### config.mk
export PLATFORM = sky130hd
export DESIGN_NAME = qrm_div
export DESIGN_NICKNAME = d
export VERILOG_FILES = /design/src/rtl/qrm_pkg.sv /design/src/rtl/qrm_div.sv
export SDC_FILE = /design/constraint.sdc
export NUM_CORES = 2
export LEC_CHECK = 0
export BUFFER_PORTS_ARGS = -buffer_cell sky130_fd_sc_hd__clkbuf_2
export CAP_MARGIN = 20
export CORE_MARGIN = 8
export CORE_UTILIZATION = 30
export CTS_BUF_LIST = sky130_fd_sc_hd__clkbuf_2
export DETAILED_ROUTE_END_ITERATION = 8
export PLACE_DENSITY = 0.48
export SLEW_MARGIN = 10
export SYNTH_ARGS = -nofsm -noshare
export SYNTH_HDL_FRONTEND = slang
export SYNTH_SLANG_ARGS = --single-unit
### constraint.sdc
create_clock -name i_clk -period 4.09 [get_ports i_clk]
set_clock_uncertainty 0.1 [all_clocks]
set_input_delay 0.818 -clock i_clk [delete_from_list [all_inputs] [get_ports i_clk]]
set_output_delay 0.818 -clock i_clk [all_outputs]
set_load 0.005 [all_outputs]
### src/rtl/qrm_pkg.sv
// shared constants for the quaternion to rotation matrix block
// no dependencies; used by the top level and the entry divider
package qrm_pkg;

    localparam int PART_W    = 16;  // width of one quaternion part
    localparam int PROD_W    = 32;  // width of a part times a part
    localparam int SQR_W     = 33;  // width of the squared magnitude
    localparam int NUM_W     = 36;  // signed matrix numerator
    localparam int MAG_W     = 36;  // numerator magnitude
    localparam int DEN_W     = 34;  // divisor
    localparam int N_ENTRIES = 9;

endpackage

### src/rtl/qrm_div.sv
// pipelined restoring divider for one matrix entry, one quotient bit per stage
// with round to nearest, saturation and sign; uses qrm_pkg
module qrm_div #(
    parameter int OUT_FRAC_BITS = 16
) (
    input  logic                        i_clk,
    input  logic                        i_en,
    input  logic [qrm_pkg::MAG_W-1:0]   i_mag,
    input  logic [qrm_pkg::DEN_W-1:0]   i_den,
    input  logic                        i_neg,
    output logic [OUT_FRAC_BITS+1:0]    o_entry
);

    localparam int L  = OUT_FRAC_BITS + 2;
    localparam int QW = L;
    localparam int RW = qrm_pkg::DEN_W + 1;
    localparam int OW = OUT_FRAC_BITS + 2;
    localparam logic [OUT_FRAC_BITS:0] LIM = (OUT_FRAC_BITS+1)'(1) << OUT_FRAC_BITS;

    logic [RW-1:0]             r_rem [L];
    logic [qrm_pkg::DEN_W-1:0] r_den [L];
    logic                      r_neg [L];
    logic                      r_sat [L];
    logic [QW-1:0]             r_q   [L];

    for (genvar j = 0; j < L; j++) begin : g_stage
        logic [RW-1:0]             s_rem;
        logic [qrm_pkg::DEN_W-1:0] s_den;
        logic                      s_neg;
        logic                      s_sat;
        logic [QW-1:0]             s_q;
        logic                      ge;
        logic [RW-1:0]             diff;

        if (j == 0) begin : g_first
            assign s_rem = RW'(i_mag);
            assign s_den = i_den;
            assign s_neg = i_neg;
            assign s_sat = i_mag > qrm_pkg::MAG_W'(i_den);
            assign s_q   = '0;
        end else begin : g_next
            assign s_rem = r_rem[j-1];
            assign s_den = r_den[j-1];
            assign s_neg = r_neg[j-1];
            assign s_sat = r_sat[j-1];
            assign s_q   = r_q[j-1];
        end

        assign ge   = s_rem >= RW'(s_den);
        assign diff = ge ? (s_rem - RW'(s_den)) : s_rem;

        always_ff @(posedge i_clk) begin
            if (i_en) begin
                r_rem[j] <= (j == L - 1) ? diff : (diff << 1);
                r_den[j] <= s_den;
                r_neg[j] <= s_neg;
                r_sat[j] <= s_sat;
                r_q[j]   <= {s_q[QW-2:0], ge};
            end
        end
    end

    // q = (t + 1) / 2 gives round to nearest, ties away from zero
    logic [QW:0]              t_inc;
    logic [OUT_FRAC_BITS:0]   q_rnd;
    logic [OUT_FRAC_BITS:0]   q_mag;

    assign t_inc   = (QW+1)'(r_q[L-1]) + (QW+1)'(1);
    assign q_rnd   = t_inc[OUT_FRAC_BITS+1:1];
    assign q_mag   = (r_sat[L-1] || q_rnd > LIM) ? LIM : q_rnd;
    assign o_entry = r_neg[L-1] ? (OW'(0) - OW'(q_mag)) : OW'(q_mag);

endmodule

==> out/metrics.cfg <==
[die]
num_io_pins = 91
die_h_um = 533
die_w_um = 533
start_util = 0.302
fp-row-count = 189
coreArea_um2 = 265000
die_area_um2 = 284000

[layout]
fin_area_um2 = 92600
area_delta_synth_final_pct = 15.7
fin_nets = 8996
drive_gt1_frac = 0.134
fillerInstances = 26565

[place]
dpl.hpwl_um = 154000
gp_congestion = 0.942
numPortBuffers = 90
postPlaceCellArea_um2 = 86600

[route]
post_drt_wl_per_cell_um = 16.5
antenna_left = 0
firstDrtPassIters = 5
drtIter0Drc = 2400
vias = 58370
drc_errors = 0
routed_via_density = 4.83
totalWireLength_um = 200000

[critical_path]
crit_path_end_kind = primary output
slowest_delay_ns = 0.44
regToRegSetupSlack_ns = 0.20
critPathKind = reg -> out
crit_required_ns = 3.17
worst_setup_path_start_kind = flop
worstPathArrival_ns = 4.03
crit_chain = buf_4 -> nand4_1 -> nor4_4 -> nand3b_1 -> o21ai_1 -> nand2_1 -> o22a_1 -> o31a_4 -> buf_6 -> mux2i_1 -> a21o_1 -> clkbuf_2
critical_path.max_fanout = 7
ff2ff_path_depth = 15
worst_path_max_delay_cell = o31a_4
worstReg2RegStart = r_rem[12][19]
reg2reg_to = r_rem[13][21]

[global_routing]
grtUsageTotal = 0.135
gr-total-overflow = 0
antenna_found_initial = 3
grt_pass1_wl_um = 313000
grt_pass1_vias = 61319
grt_start_max_net_pins = 156

[cts]
h-tree-depth = 5
clock_path_buffers = 4
cts_buffers = 378
cts_root_buffer = clkbuf_2
cts.sinks = 1363
clock_latency_ns = 1.52
cts_tree = done
clk_transition_reported_paths_ns = 0.10

[min_path]
whs_path_depth = 0
hold_end = r_den[4][11]
hp-class = reg -> reg
hp-start = r_den[3][11]

[timing]
rsz0062_at_grt = yes
hold_slack_ns = 0.258
finalMaxSlewViolations = 0
worst_slew_pin_slew_ns = 0.996
finalHoldViolCount = 0
layout_setup_ws_ns = -0.857
tns_ns = -12.61
post-route-min-period_ns = 4.95
finalCritPeriodShare = 1.21
setup_viol = 18
fmax_ghz = 0.202
max_slew_margin = 0.336

[synth]
synth.avg_cell_area_um2 = 10.7
synth-async-reset-ratio = 0
seq_area_frac_synth = 0.511
synth_cells = 7494
synth-main-ff-cell = edfxtp_1
ys_ff_latch = 1363
synth_edf_count = 1363
yosys.cell_types.count = 94
syn_area_um2 = 80100
synth.net_count = 8197
synth-warning-count = 0

[outcome]
violations = negative setup slack
status = complete, but fails checks

[job]
drv_cap = 0

[power]
vdd_drop_max_mv = 0.343
leakage_nw = 38.8
powerDensity_nw_per_um2 = 718

[worst max path at each step]
stage	slack (ns)	start	cells after the start	end
2_1_floorplan	0.36	i_den[1]	12	r_rem[0][18]
3_3_place_gp	-0.08	i_den[1]	14	r_rem[0][4]
3_5_place_dp	-0.06	i_den[1]	14	r_rem[0][4]
4_1_cts	-1.20	r_q[17][1]	12	o_entry[9]
5_1_grt	-1.25	r_q[17][7]	12	o_entry[8]
6_report	-0.86	r_q[17][8]	12	o_entry[8]
[worst max-delay path, delay by kind of cell (launching register included)]
| family | cells | cell delay [ns] |
|---|---|---|
| and+or+nand+nor | 4 | 0.71 |
| DFF | 1 | 0.38 |
| AOI/OAI and AO/OA | 4 | 0.94 |
| muxes | 1 | 0.11 |
| buffers and inverters | 3 | 0.45 |
[cells by family after synthesis]
group | count (synthesis) | synth area share
compound gates | 2188 | 0.172
xor+xnor | 492 | 0.0538
fa+ha+maj | 630 | 0.100
buf+inv | 973 | 0.0472
flops | 1363 | 0.511
mux | 74 | 0.0105
simple gates | 1774 | 0.105
[sequential cells by signal, indices dropped and copies added, names as in the netlist]
| signal | cells |
|---|---|
| r_rem | 578 |
| r_sat | 18 |
| r_den | 578 |
| r_q | 171 |
| r_neg | 18 |
[per-stage QoR]
| stage | util | power (mW) | instances | worst slack, ns |
|---|---|---|---|---|
| global route | 0.349 | 72.0 | 12082 | -1.25 |
| detailed placement | 0.326 | 56.7 | 11194 | -0.0642 |
| global placement | 0.326 | 56.3 | 11192 | -0.0756 |
| finish | 0.349 | 66.5 | 12082 | -0.857 |
| CTS | 0.348 | 67.3 | 12057 | -1.20 |
| floorplan | - | 46.5 | 7494 | 0.363 |
[cells in the mapped netlist (all sizes together) (76+ instances only)]
master	count	area [um2]
edfxtp	1363	40900
inv	804	3020
nand2	657	2470
o21ai	626	3130
ha	613	7670
a21oi	592	3050
nor2	397	1490
a21o	348	2610
xnor2	292	2560
xor2	200	1750
nand3	110	551
clkbuf	101	382
nor3	99	495
nand4	96	601
o31ai	78	604
o21bai	76	578
[cell type report]
cell class                 instances  area, um2  area share
sequential                      1363      40900       0.442
timing repair buffer             588       5150      0.0556
tap                             3533       4420      0.0477
antenna                            1       2.50   0.0000270
clock inverter                   118        722     0.00780
clock buffer                     517       2590      0.0279
inverter                         804       3020      0.0326
multi-input combinational       5158      35800       0.386
[metal layers]
layer,up-vias,share of wire,global-route usage
met1,27264,0.36,0.124
met2,1211,0.54,0.268
met5,-,0.00014,0
met3,710,0.029,0.0204
met4,4,0.074,0.0977
li1,29181,-,-
[power breakdown]
part | switching (mW) | internal, mW | total (mW)
clock | 5.74 | 3.96 | 9.70
combinational | 19.3 | 14.5 | 33.8
sequential | 2.07 | 20.9 | 23.0
total | 27.1 | 39.4 | 66.5
[repair_timing]
action                      CTS  global route
hold endpoints to repair   1427             1
gates resized for setup      52            41
gates cloned                  0             3
setup endpoints to repair    19            70
hold buffers                190             1
setup buffers                39            24
pin swaps                    22            21
[placed cells by master (no fill, tap or decap), types with 47 or more instances in the layout]
cell type / instances
a211oi_1: 60
a21o_1: 347
a21oi_1: 569
a31oi_1: 47
and3_1: 58
buf_4: 263
clkbuf_2: 600
clkinv_1: 83
dlygate4sd3_1: 188
edfxtp_1: 1363
ha_1: 609
inv_1: 800
mux2_2: 54
nand2_1: 653
nand2b_1: 63
nand3_1: 105
nand4_1: 96
nor2_1: 387
nor2b_1: 58
nor3_1: 98
o211ai_1: 50
o21a_1: 74
o21ai_0: 574
o21bai_1: 74
o31ai_1: 75
or3_1: 57
xnor2_1: 289
xor2_1: 197
Note: power is estimated with default switching activity, not from simulation.
